`config.mk`:
```
export PLATFORM = sky130hd
export DESIGN_NAME = lsb_stego_stream_decoder_top_flat
export DESIGN_NICKNAME = d
export VERILOG_FILES = /design/src/sv/lsd_pkg.sv /design/src/sv/lsd_pixel_if.sv /design/src/sv/lsd_result_if.sv /design/src/sv/lsb_stego_stream_decoder_top.sv /design/src/flat_wrapper.sv
export VERILOG_INCLUDE_DIRS = /design/src /design/src/sv
export SDC_FILE = /design/constraint.sdc
export NUM_CORES = 1
export LEC_CHECK = 0
export BUFFER_PORTS_ARGS = -buffer_cell sky130_fd_sc_hd__buf_2
export CAP_MARGIN = 20
export CORE_MARGIN = 2
export CORE_UTILIZATION = 40
export CTS_CLUSTER_SIZE = 20
export DETAILED_ROUTE_END_ITERATION = 6
export GPL_TIMING_DRIVEN = 0
export SETUP_SLACK_MARGIN = 0.5
export SYNTH_ARGS = -nofsm -noshare
export SYNTH_HDL_FRONTEND = slang
export SYNTH_SLANG_ARGS = --single-unit
```
`constraint.sdc`:
```
create_clock -name clk -period 5.1 [get_ports clk]
set_input_delay 0.255 -clock clk [delete_from_list [all_inputs] [get_ports clk]]
set_output_delay 0.255 -clock clk [all_outputs]
set_load 0.01 [all_outputs]
```
`src/sv/lsb_stego_stream_decoder_top_macros.svh`:
```
// Assertion helpers for the LSB stego stream decoder.
// Each helper names its check, samples on clk and holds off while rst is high.
`ifndef LSB_STEGO_STREAM_DECODER_TOP_MACROS_SVH
`define LSB_STEGO_STREAM_DECODER_TOP_MACROS_SVH

`ifndef SYNTH
// Same-cycle implication.
`define LSD_ASSERT_IMP(lbl, ante, cons, msg) \
  lbl: assert property (@(posedge clk) disable iff (rst) (ante) |-> (cons)) \
    else $error(msg);
// Next-cycle implication.
`define LSD_ASSERT_NXT(lbl, ante, cons, msg) \
  lbl: assert property (@(posedge clk) disable iff (rst) (ante) |=> (cons)) \
    else $error(msg);
`else
`define LSD_ASSERT_IMP(lbl, ante, cons, msg)
`define LSD_ASSERT_NXT(lbl, ante, cons, msg)
`endif

`endif

```
`src/sv/lsd_pkg.sv`:
```
`timescale 1ns / 1ps
package lsd_pkg;

  // Payload widths
  localparam int BYTE_W  = 8;
  localparam int KIND_W  = 2;
  localparam int SKIP_W  = 16;
  localparam int WORD_W  = 32;
  localparam int BIT_W   = 5;
  localparam int PADDR_W = 4;
  localparam int PDATA_W = 32;

  // Parse phases
  localparam logic [2:0] PH_HEADER  = 3'd0;
  localparam logic [2:0] PH_MAGIC   = 3'd1;
  localparam logic [2:0] PH_EXTLEN  = 3'd2;
  localparam logic [2:0] PH_EXT     = 3'd3;
  localparam logic [2:0] PH_PAYLEN  = 3'd4;
  localparam logic [2:0] PH_PAYLOAD = 3'd5;
  localparam logic [2:0] PH_IDLE    = 3'd6;

  // Result kinds
  localparam logic [KIND_W-1:0] KIND_EXT = 2'd0;
  localparam logic [KIND_W-1:0] KIND_PAY = 2'd1;
  localparam logic [KIND_W-1:0] KIND_ERR = 2'd2;
  localparam logic [KIND_W-1:0] KIND_END = 2'd3;

  // Register indexes (byte address / 4)
  localparam logic [1:0] REG_HEADER_SKIP  = 2'd0;
  localparam logic [1:0] REG_MAGIC_CHAR_A = 2'd1;
  localparam logic [1:0] REG_MAGIC_CHAR_B = 2'd2;

  // Register reset values
  localparam logic [SKIP_W-1:0] HEADER_SKIP_RST  = 16'd54;
  localparam logic [BYTE_W-1:0] MAGIC_CHAR_A_RST = 8'd35;
  localparam logic [BYTE_W-1:0] MAGIC_CHAR_B_RST = 8'd42;

  // Last bit index of a byte and of a length word
  localparam logic [BIT_W-1:0] BYTE_LAST_BIT = 5'd7;
  localparam logic [BIT_W-1:0] WORD_LAST_BIT = 5'd31;

endpackage

```
`src/sv/lsd_pixel_if.sv`:
```
`timescale 1ns / 1ps
interface lsd_pixel_if;
  import lsd_pkg::*;

  logic              valid;
  logic              ready;
  logic [BYTE_W-1:0] pixel_byte;
  logic              frame_start;

  modport source (output valid, output pixel_byte, output frame_start, input ready);
  modport sink   (input valid, input pixel_byte, input frame_start, output ready);
endinterface

```
`src/sv/lsd_result_if.sv`:
```
`timescale 1ns / 1ps
interface lsd_result_if;
  import lsd_pkg::*;

  logic              valid;
  logic              ready;
  logic [BYTE_W-1:0] out_byte;
  logic [KIND_W-1:0] kind;
  logic              last;

  modport source (output valid, output out_byte, output kind, output last, input ready);
  modport sink   (input valid, input out_byte, input kind, input last, output ready);
endinterface

```
`src/sv/lsb_stego_stream_decoder_top.sv`:
```
`timescale 1ns / 1ps
// LSB stego stream decoder.
// pixels: one image byte per request, frame_start marks the first byte of an
//   image and restarts the parse with that same byte.
// results: extension bytes, payload bytes (last on the final one), a magic
//   mismatch error or an empty-payload end marker, at most one per byte.
// APB port: header_skip at 0x0, magic_char_a at 0x4, magic_char_b at 0x8;
//   pready is always high, write only while no request is in flight.
// Throughput: one pixel byte per cycle while pixels.ready is high. Each byte
//   updates the parse state in one step; the bit gather and length counters sit in it.
// Output: a result appears on results in the cycle after the byte that
//   completes it is accepted, held in the output register.
// Stall: while an unread result sits in the output register and the receiver
//   holds ready low, pixels.ready drops; otherwise bytes are taken every cycle.
// Reset: header_skip 54, magic "#*", parse at the header skip, output empty.
`include "lsb_stego_stream_decoder_top_macros.svh"
module lsb_stego_stream_decoder_top (
  input  logic                         clk,
  input  logic                         rst,
  lsd_pixel_if.sink                    pixels,
  lsd_result_if.source                 results,
  input  logic                         psel,
  input  logic                         penable,
  input  logic                         pwrite,
  input  logic [lsd_pkg::PADDR_W-1:0] paddr,
  input  logic [lsd_pkg::PDATA_W-1:0] pwdata,
  output logic [lsd_pkg::PDATA_W-1:0] prdata,
  output logic                         pready
);
  import lsd_pkg::*;

  // Configuration registers
  logic [SKIP_W-1:0] header_skip;
  logic [BYTE_W-1:0] magic_char_a;
  logic [BYTE_W-1:0] magic_char_b;

  // Parse state
  logic [2:0]        phase, phase_next;
  logic [BIT_W-1:0]  bit_index, bit_index_next;
  logic [WORD_W-1:0] shift_word, shift_word_next;
  logic [WORD_W-1:0] remaining_count, remaining_count_next;
  logic              magic_position, magic_position_next;
  logic              magic_ok, magic_ok_next;

  // Output register
  logic              out_valid;
  logic [BYTE_W-1:0] out_byte;
  logic [KIND_W-1:0] out_kind;
  logic              out_last;

  // Step results
  logic              emit;
  logic [BYTE_W-1:0] emit_byte;
  logic [KIND_W-1:0] emit_kind;
  logic              emit_last;

  // Working copies after a frame start
  logic [2:0]        cur_phase;
  logic [BIT_W-1:0]  cur_index;
  logic [WORD_W-1:0] cur_word;
  logic [WORD_W-1:0] cur_count;
  logic              cur_pos;
  logic              cur_ok;
  logic [WORD_W-1:0] gathered;
  logic [BYTE_W-1:0] expected;
  logic              magic_ok_upd;
  logic              byte_done;
  logic              word_done;
  logic              in_acc;
  logic              cfg_wr;

  assign in_acc       = pixels.valid && pixels.ready;
  assign pixels.ready = !out_valid || results.ready;
  assign cfg_wr       = psel && penable && pwrite && pready;
  assign pready       = 1'b1;

  // Register writes
  always_ff @(posedge clk) begin
    if (rst) begin
      header_skip  <= HEADER_SKIP_RST;
      magic_char_a <= MAGIC_CHAR_A_RST;
      magic_char_b <= MAGIC_CHAR_B_RST;
    end else if (cfg_wr) begin
      unique case (paddr[3:2])
        REG_HEADER_SKIP:  header_skip  <= pwdata[SKIP_W-1:0];
        REG_MAGIC_CHAR_A: magic_char_a <= pwdata[BYTE_W-1:0];
        REG_MAGIC_CHAR_B: magic_char_b <= pwdata[BYTE_W-1:0];
        default: ;
      endcase
    end
  end

  // Register reads
  always_comb begin
    unique case (paddr[3:2])
      REG_HEADER_SKIP:  prdata = {{(PDATA_W-SKIP_W){1'b0}}, header_skip};
      REG_MAGIC_CHAR_A: prdata = {{(PDATA_W-BYTE_W){1'b0}}, magic_char_a};
      REG_MAGIC_CHAR_B: prdata = {{(PDATA_W-BYTE_W){1'b0}}, magic_char_b};
      default:          prdata = '0;
    endcase
  end

  // Clear the parse view on a frame start
  always_comb begin
    if (pixels.frame_start) begin
      cur_phase = PH_HEADER;
      cur_index = '0;
      cur_word  = '0;
      cur_count = '0;
      cur_pos   = 1'b0;
      cur_ok    = 1'b1;
    end else begin
      cur_phase = phase;
      cur_index = bit_index;
      cur_word  = shift_word;
      cur_count = remaining_count;
      cur_pos   = magic_position;
      cur_ok    = magic_ok;
    end
  end

  // Gather one hidden bit
  assign gathered     = cur_word | ({{(WORD_W-1){1'b0}}, pixels.pixel_byte[0]} << cur_index);
  assign byte_done    = (cur_index == BYTE_LAST_BIT);
  assign word_done    = (cur_index == WORD_LAST_BIT);
  assign expected     = cur_pos ? magic_char_b : magic_char_a;
  assign magic_ok_upd = cur_ok && (gathered[BYTE_W-1:0] == expected);

  // Advance the parse by one byte
  always_comb begin
    phase_next           = cur_phase;
    bit_index_next       = cur_index + 5'd1;
    shift_word_next      = gathered;
    remaining_count_next = cur_count;
    magic_position_next  = cur_pos;
    magic_ok_next        = cur_ok;
    emit                 = 1'b0;
    emit_byte            = '0;
    emit_kind            = KIND_EXT;
    emit_last            = 1'b0;

    if (cur_phase == PH_HEADER && cur_count < {{(WORD_W-SKIP_W){1'b0}}, header_skip}) begin
      // Skip a header byte
      remaining_count_next = cur_count + 32'd1;
      bit_index_next       = cur_index;
      shift_word_next      = cur_word;
    end else begin
      unique case (cur_phase) inside
        PH_HEADER, PH_MAGIC: begin
          if (cur_phase == PH_HEADER) begin
            remaining_count_next = '0;
            phase_next           = PH_MAGIC;
          end
          if (byte_done) begin
            bit_index_next  = '0;
            shift_word_next = '0;
            magic_ok_next   = magic_ok_upd;
            if (!cur_pos) begin
              magic_position_next = 1'b1;
            end else if (magic_ok_upd) begin
              phase_next = PH_EXTLEN;
            end else begin
              phase_next = PH_IDLE;
              emit       = 1'b1;
              emit_kind  = KIND_ERR;
              emit_last  = 1'b1;
            end
          end
        end
        PH_EXTLEN: begin
          if (word_done) begin
            bit_index_next       = '0;
            shift_word_next      = '0;
            remaining_count_next = gathered;
            phase_next           = (gathered == '0) ? PH_PAYLEN : PH_EXT;
          end
        end
        PH_EXT: begin
          if (byte_done) begin
            bit_index_next       = '0;
            shift_word_next      = '0;
            remaining_count_next = cur_count - 32'd1;
            if (cur_count == 32'd1) begin
              phase_next = PH_PAYLEN;
            end
            emit      = 1'b1;
            emit_byte = gathered[BYTE_W-1:0];
            emit_kind = KIND_EXT;
          end
        end
        PH_PAYLEN: begin
          if (word_done) begin
            bit_index_next       = '0;
            shift_word_next      = '0;
            remaining_count_next = gathered;
            if (gathered == '0) begin
              phase_next = PH_IDLE;
              emit       = 1'b1;
              emit_kind  = KIND_END;
              emit_last  = 1'b1;
            end else begin
              phase_next = PH_PAYLOAD;
            end
          end
        end
        PH_PAYLOAD: begin
          if (byte_done) begin
            bit_index_next       = '0;
            shift_word_next      = '0;
            remaining_count_next = cur_count - 32'd1;
            emit                 = 1'b1;
            emit_byte            = gathered[BYTE_W-1:0];
            emit_kind            = KIND_PAY;
            if (cur_count == 32'd1) begin
              phase_next = PH_IDLE;
              emit_last  = 1'b1;
            end
          end
        end
        default: begin
          // Idle: hold everything until the next frame start
          bit_index_next  = cur_index;
          shift_word_next = cur_word;
        end
      endcase
    end
  end

  // Parse state registers
  always_ff @(posedge clk) begin
    if (rst) begin
      phase           <= PH_HEADER;
      bit_index       <= '0;
      shift_word      <= '0;
      remaining_count <= '0;
      magic_position  <= 1'b0;
      magic_ok        <= 1'b1;
    end else if (in_acc) begin
      phase           <= phase_next;
      bit_index       <= bit_index_next;
      shift_word      <= shift_word_next;
      remaining_count <= remaining_count_next;
      magic_position  <= magic_position_next;
      magic_ok        <= magic_ok_next;
    end
  end

  // Output register: load a new result, drop one that was taken
  always_ff @(posedge clk) begin
    if (rst) begin
      out_valid <= 1'b0;
    end else if (in_acc && emit) begin
      out_valid <= 1'b1;
    end else if (results.ready) begin
      out_valid <= 1'b0;
    end
  end

  always_ff @(posedge clk) begin
    if (in_acc && emit) begin
      out_byte <= emit_byte;
      out_kind <= emit_kind;
      out_last <= emit_last;
    end
  end

  assign results.valid    = out_valid;
  assign results.out_byte = out_byte;
  assign results.kind     = out_kind;
  assign results.last     = out_last;

  // Checks
  `LSD_ASSERT_IMP(a_stall_only_on_full, !pixels.ready, out_valid && !results.ready,
                  "input stalled without a pending result")
  `LSD_ASSERT_NXT(a_emit_lands, in_acc && emit, out_valid, "emitted result not presented")
  `LSD_ASSERT_NXT(a_idle_sticks, in_acc && !pixels.frame_start && phase == PH_IDLE,
                  phase == PH_IDLE, "parse left idle without frame start")
  `LSD_ASSERT_IMP(a_byte_index, phase == PH_MAGIC || phase == PH_EXT || phase == PH_PAYLOAD,
                  bit_index <= BYTE_LAST_BIT, "bit index past a byte")

endmodule
```
`src/flat_wrapper.sv`:
```
// flat-port wrapper written by rule: the top's interface ports become plain ports
module lsb_stego_stream_decoder_top_flat import lsd_pkg::*;
  (clk, rst, psel, penable, pwrite, paddr, pwdata, prdata, pready, pixels_valid, pixels_pixel_byte, pixels_frame_start, pixels_ready, results_valid, results_out_byte, results_kind, results_last, results_ready);
  lsd_pixel_if pixels_i ();
  lsd_result_if results_i ();
  input  logic clk;
  input  logic rst;
  input  logic psel;
  input  logic penable;
  input  logic pwrite;
  input  logic [lsd_pkg::PADDR_W-1:0] paddr;
  input  logic [lsd_pkg::PDATA_W-1:0] pwdata;
  output logic [lsd_pkg::PDATA_W-1:0] prdata;
  output logic pready;
  input wire logic [$bits(pixels_i.valid)-1:0] pixels_valid;
  input wire logic [$bits(pixels_i.pixel_byte)-1:0] pixels_pixel_byte;
  input wire logic [$bits(pixels_i.frame_start)-1:0] pixels_frame_start;
  output wire logic [$bits(pixels_i.ready)-1:0] pixels_ready;
  output wire logic [$bits(results_i.valid)-1:0] results_valid;
  output wire logic [$bits(results_i.out_byte)-1:0] results_out_byte;
  output wire logic [$bits(results_i.kind)-1:0] results_kind;
  output wire logic [$bits(results_i.last)-1:0] results_last;
  input wire logic [$bits(results_i.ready)-1:0] results_ready;
  assign pixels_i.valid = pixels_valid;
  assign pixels_i.pixel_byte = pixels_pixel_byte;
  assign pixels_i.frame_start = pixels_frame_start;
  assign pixels_ready = pixels_i.ready;
  assign results_valid = results_i.valid;
  assign results_out_byte = results_i.out_byte;
  assign results_kind = results_i.kind;
  assign results_last = results_i.last;
  assign results_i.ready = results_ready;
  lsb_stego_stream_decoder_top u_core (.clk(clk), .rst(rst), .pixels(pixels_i), .results(results_i), .psel(psel), .penable(penable), .pwrite(pwrite), .paddr(paddr), .pwdata(pwdata), .prdata(prdata), .pready(pready));
endmodule
```
Word-level counts from Yosys, hierarchy flattened:

Cells that the tools add are included.

* register bits: 118
* bits of input ports: 52
* output and inout port bits: 46
* logic and storage cells: 113

* add/subtract/negate cells: 3
* order comparisons: 1
* eq/ne operators: 11
* shifts and indexed selects: 1
* muxes and demuxes: 61
* bitwise operators: 3
* reductions and logical operators: 20

Operators by type and width (count)
* 2-to-1 mux 32 bit: 9
* one-hot mux 32 bit (3 select lines): 1
* one-hot mux 32 bit (2 select lines): 1
* one-hot mux 16 bit (3 select lines): 1
* 2-to-1 mux 3 bit: 13
* adder 32 x 1 -> 32 bit (second input constant): 1
* == test 32 x 1 -> 1 bit (second input constant): 1
* zero test 32 bit: 1
* < comparator 32 x 16 -> 1 bit: 1
* bitwise OR 32 bit: 1
* << shifter 1 x 5 -> 32 bit: 1
* subtractor 32 x 1 -> 32 bit (second input constant): 1
* 2-to-1 mux 1 bit: 20
* 2-to-1 mux 5 bit: 4
* one-hot mux 3 bit (5 select lines): 1
* 2-to-1 mux 2 bit: 6
* one-hot mux 5 bit (2 select lines): 1
* == test 8 bit: 1
* 2-to-1 mux 8 bit: 1
* == test 3 x 2 -> 1 bit (second input constant): 2
* == test 3 bit (second input constant): 2
* logical AND 1 bit: 6
* one-hot mux 1 bit (3 select lines): 2
* one-hot mux 2 bit (3 select lines): 1
* other kinds (16): 21

Longest topological paths before layout:

* depth in word-level cells: 12
* gate-level depth with buffers: 17
* depth with buffers taken out: 11

Worst setup path before layout:

No wires, ideal clock.

* kind: input to register
* start point: input port pixels_frame_start
* end point: register u_core.out_kind[0] (netlist: u_core.results.kind[0]), enable pin
* setup time: 0.383 ns
* data arrival time: 3.534 ns
* setup slack: 1.184 ns
* cell stages on the path: 15
* path buffers: 7
* cell sequence: clkbuf_1 -> buf_2 -> buf_2 -> buf_2 -> buf_2 -> buf_1 -> nor2b_1 -> ha_1 -> nand4_1 -> nand2b_1 -> and2_1 -> buf_4 -> a21oi_1 -> o21ai_0 -> a21oi_1

* cells in the longest elaborated chain, start to end: 11

RTL lines
* from (decl): line flat_wrapper.sv:17 `input wire logic [$bits(pixels_i.frame_start)-1:0] pixels_frame_start;`
* 2-to-1 mux 5 bit: line lsb_stego_stream_decoder_top.sv:105 `if (pixels.frame_start) begin`
* << shifter 1 x 5 -> 32 bit: line lsb_stego_stream_decoder_top.sv:123 `assign gathered = cur_word | ({{(WORD_W-1){1'b0}}, pixels.pixel_byte[0]} << cur_index);`
* bitwise OR 32 bit: line lsb_stego_stream_decoder_top.sv:123
* == test 8 bit: line lsb_stego_stream_decoder_top.sv:127 `assign magic_ok_upd = cur_ok && (gathered[BYTE_W-1:0] == expected);`
* logical AND 1 bit: line lsb_stego_stream_decoder_top.sv:127
* 2-to-1 mux 1 bit: line lsb_stego_stream_decoder_top.sv:160 `end else if (magic_ok_upd) begin`
* 2-to-1 mux 1 bit: line lsb_stego_stream_decoder_top.sv:158 `if (!cur_pos) begin`
* 2-to-1 mux 1 bit: line lsb_stego_stream_decoder_top.sv:154 `if (byte_done) begin`
* one-hot mux 1 bit (3 select lines): line lsb_stego_stream_decoder_top.sv:148 `unique case (cur_phase) inside`
* 2-to-1 mux 1 bit (*): line lsb_stego_stream_decoder_top.sv:142 `if (cur_phase == PH_HEADER && cur_count < {{(WORD_W-SKIP_W){1'b0}}, header_skip}) begin`
* logical AND 1 bit (*): line lsb_stego_stream_decoder_top.sv:260 `if (in_acc && emit) begin`
* to (signal assigned): line lsb_stego_stream_decoder_top.sv:262 `out_kind <= emit_kind;`
* to (decl): line lsb_stego_stream_decoder_top.sv:48 `logic [KIND_W-1:0] out_kind;`

Mark *: on every way between the ends. The rest lies on a longest branch, timed or not.
A chain may end at the register's enable or synchronous reset.

Worst setup path after layout:

* start point: input port pixels_frame_start
* end point: register u_core.shift_word[24]

* cells in the longest elaborated chain, start to end: 6

RTL lines
* parallel branches: the longest is 5 deep, another holds < comparator 32 x 16 -> 1 bit
* 2-to-1 mux 32 bit (*): line lsb_stego_stream_decoder_top.sv:142
* to (signal assigned): line lsb_stego_stream_decoder_top.sv:241 `shift_word <= shift_word_next;`
* to (decl): line lsb_stego_stream_decoder_top.sv:40 `logic [WORD_W-1:0] shift_word, shift_word_next;`

Mark *: on every way between the ends.

==> reports/metrics.csv <==
metric,value,unit
result of the run,"complete, no violations",
total clock sinks,118,
Combinational Power Share,16.4,%
Flop pwr share,37.6,%
cell taking the most area after synthesis,dfxtp_1,
final wirelength,32.4,mm
Final Hold Slack,44.5,ps
DRC,0,
Critical Setup Path Class,in -> reg,
highest clock rate,224,MHz
Final Cycle Share,87.5,%
required time of the critical path,5490,ps
number of diodes added for antenna fixing,0,
number of enable flip-flop cells after synthesis,11,
total power,2.57,mW
final-stage net count,1211,
RSZ-0062 raised after global routing,no,
Synth cell types,89,
capturing element type of the critical path,flop,
TritonCTS clock tree,done,
initial core utilization,40.6,%
transition time of the tightest slew-check pin,1190,ps
global route total overflow,0,
leakage component of the power,3.48,nW
library cell with the highest instance count after synthesis,nand2_1,
min cycle time layout,4460,ps
first-pass GRT wire length,49.8,mm
startpoint type of the worst setup path,input pin,
max-capacitance violation count,0,
vias in the first global route,8360,
type of the most critical hold path,in -> reg,
global placement routability congestion,0.959,
data arrival at the endpoint of the critical path,4850,ps
Yosys top cell area share,26.3,%
ratio of cells with drive above 1 in the final layout,13.8,%
clk_lat worst skew,450,ps
Synth Area per Inst,7.77,um2
maximum VDD drop,0.000231,V
die width,147,um
antenna violations before repair,0,
# IOs,98,
number of rows created at floorplan,52,
fraction of power spent switching nets,33.3,%
Root Buffer,clkbuf_16,
buffer depth of the longest clock path,2,
I/O Buffers,55,
Synth area leaders,"dfxtp_1, nand2_1, nor2_1",
synthesis-to-layout area growth,16.1,%
Post-DRT Antenna Nets,0,
internal power summed over all cells,1.72,mW
setup tns final,0,ps
sequential area share after synthesis,30.3,%
synthesized cell area,0.00815,mm2
number of synthesis warnings,0,
aggregate global-route resource usage,30.1,%
share of flip-flops with an asynchronous set or reset after synthesis,0,%
worst setup slack after placement,-1410,ps
post-route cell area,0.00946,mm2
Pre-Repair DR Iteration Count,5,
CTS HTree Levels,4,
mean number of vias per cell,6.23,
Post-Syn Instances,1049,
first-iteration detailed-routing DRC count,1112,
Worst Skew,9.48,ps
largest net degree at the start of global routing,17,
cts-stage hold buffer count,0,
relative slew slack,20.0,%
routed length per instance,22.8,um
total half-perimeter wirelength after legalization and detailed placement,23.5,mm
Inserted Clock Buffers,17,
leading cell types by count after synthesis,"nand2_1, dfxtp_1, nor2_1",
CP Max Fanout,10,
placement-stage cell area,0.00883,mm2
final setup slack of the worst path,639,ps
Die Y-Extent,147,um
synthesis-stage register bit count,118,
Pwr per Cell Area,272,mW/mm2
final count of pins violating max slew,0,
NetSw,0.857,mW
clock network power share,46.0,%
final hold viol count,0,
Main synth FF type,dfxtp_1,
DIE AREA,0.0215,mm2
via count,8872,
"Clk pin slew, worst setup/hold paths",60,ps
core area,0.0201,mm2
# setup viols final,0,
## placed cells by master, fill, tap and decap left out, types with 19 or more instances in the layout
master and instances:
mux2i_1 33, nand3_1 22, nand2_1 108, ha_1 19, nor4_1 21, a21oi_1 67, o21ai_0 38, dfxtp_1 107
inv_1 34, nor3_1 54, buf_2 68, nor2_1 99, clkbuf_1 52, buf_4 22
## power by group through the flow
stage / clock, mW / combinational (mW) / sequential [mW]
finish: 1.18 / 0.422 / 0.967
CTS: 1.19 / 0.404 / 0.966
floorplan: 0 / 0.261 / 0.981
global placement: 0 / 0.396 / 0.987
global route: 1.23 / 0.445 / 0.969
detailed placement: 0 / 0.395 / 0.987
## cell families after synthesis
group                      synth area share (%)
DFF                                        30.3
and+or+nand+nor                            27.0
adders and majority gates                  2.92
AOI/OAI and AO/OA                          24.9
buffers and inverters                      7.37
muxes                                      4.47
xor gates and xnor gates                   2.90
other                                    0.0921
## worst paths after layout
check                                             from                     end  slack [ps]  cells after the start
worst max register to register     u_core.bit_index[0]   u_core.shift_word[26]         960                     12
worst min register to register  u_core.header_skip[14]  u_core.header_skip[14]         450                      2
worst max-delay path                pixels_frame_start   u_core.shift_word[24]         640                     17
worst min-delay path                        pwdata[11]  u_core.header_skip[11]          40                      3
## timing repair
action / in CTS / in global routing
buffers inserted: 0 / 1
resized for setup: 12 / 5
endpoints found under the setup margin: 88 / 53
hold endpoints to repair: 0 / 0
## state kept, by name (all words and copies together) (netlist names)
name,count
u_core.results.kind,2
u_core.results.last,1
u_core.magic_ok,1
u_core.shift_word,32
u_core.magic_char_b,8
u_core.bit_index,5
u_core.results.out_byte,8
u_core.magic_position,1
u_core.results.valid,1
u_core.remaining_count,32
u_core.phase,3
u_core.header_skip,16
u_core.magic_char_a,8
## layout make-up
| type | count | area, um2 |
|---|---|---|
| repair buffers | 57 | 300 |
| inverters | 35 | 131 |
| fillers | 1995 | 10600 |
| clock inverters | 15 | 135 |
| plain buffers | 97 | 484 |
| well taps | 270 | 338 |
| multi-input cells | 814 | 5170 |
| flip-flops and latches | 118 | 2470 |
| clock buffers | 17 | 425 |
## layer usage
metal	part of all wire (%)	wire [um]	track usage, %	vias to the layer above
met5	0	0	0	-
met4	4.4	1420	13.7	0
met1	43	13900	41.0	4175
met3	11	3440	8.66	102
met2	42	13700	43.8	552
li1	-	-	-	4043
## through the flow
step,util [%],std cells
6_report,47.1,1423
5_1_grt,47.1,1423
4_1_cts,46.9,1422
3_5_place_dp,43.9,1390
3_3_place_gp,43.9,1389
2_1_floorplan,-,1064
## worst max-delay path, stage by stage
cell and delay [ps]:
buf_2 270, clkbuf_4 350, buf_2 310, clkbuf_4 310, buf_4 280, buf_4 280, buf_4 280, nor2b_1 80
ha_1 270, o211ai_1 180, a21oi_1 90, o221ai_1 470, buf_2 400, nand2_2 130, a21oi_2 360, buf_2 330
a22o_1 180
(Power assumes the default switching activity.)
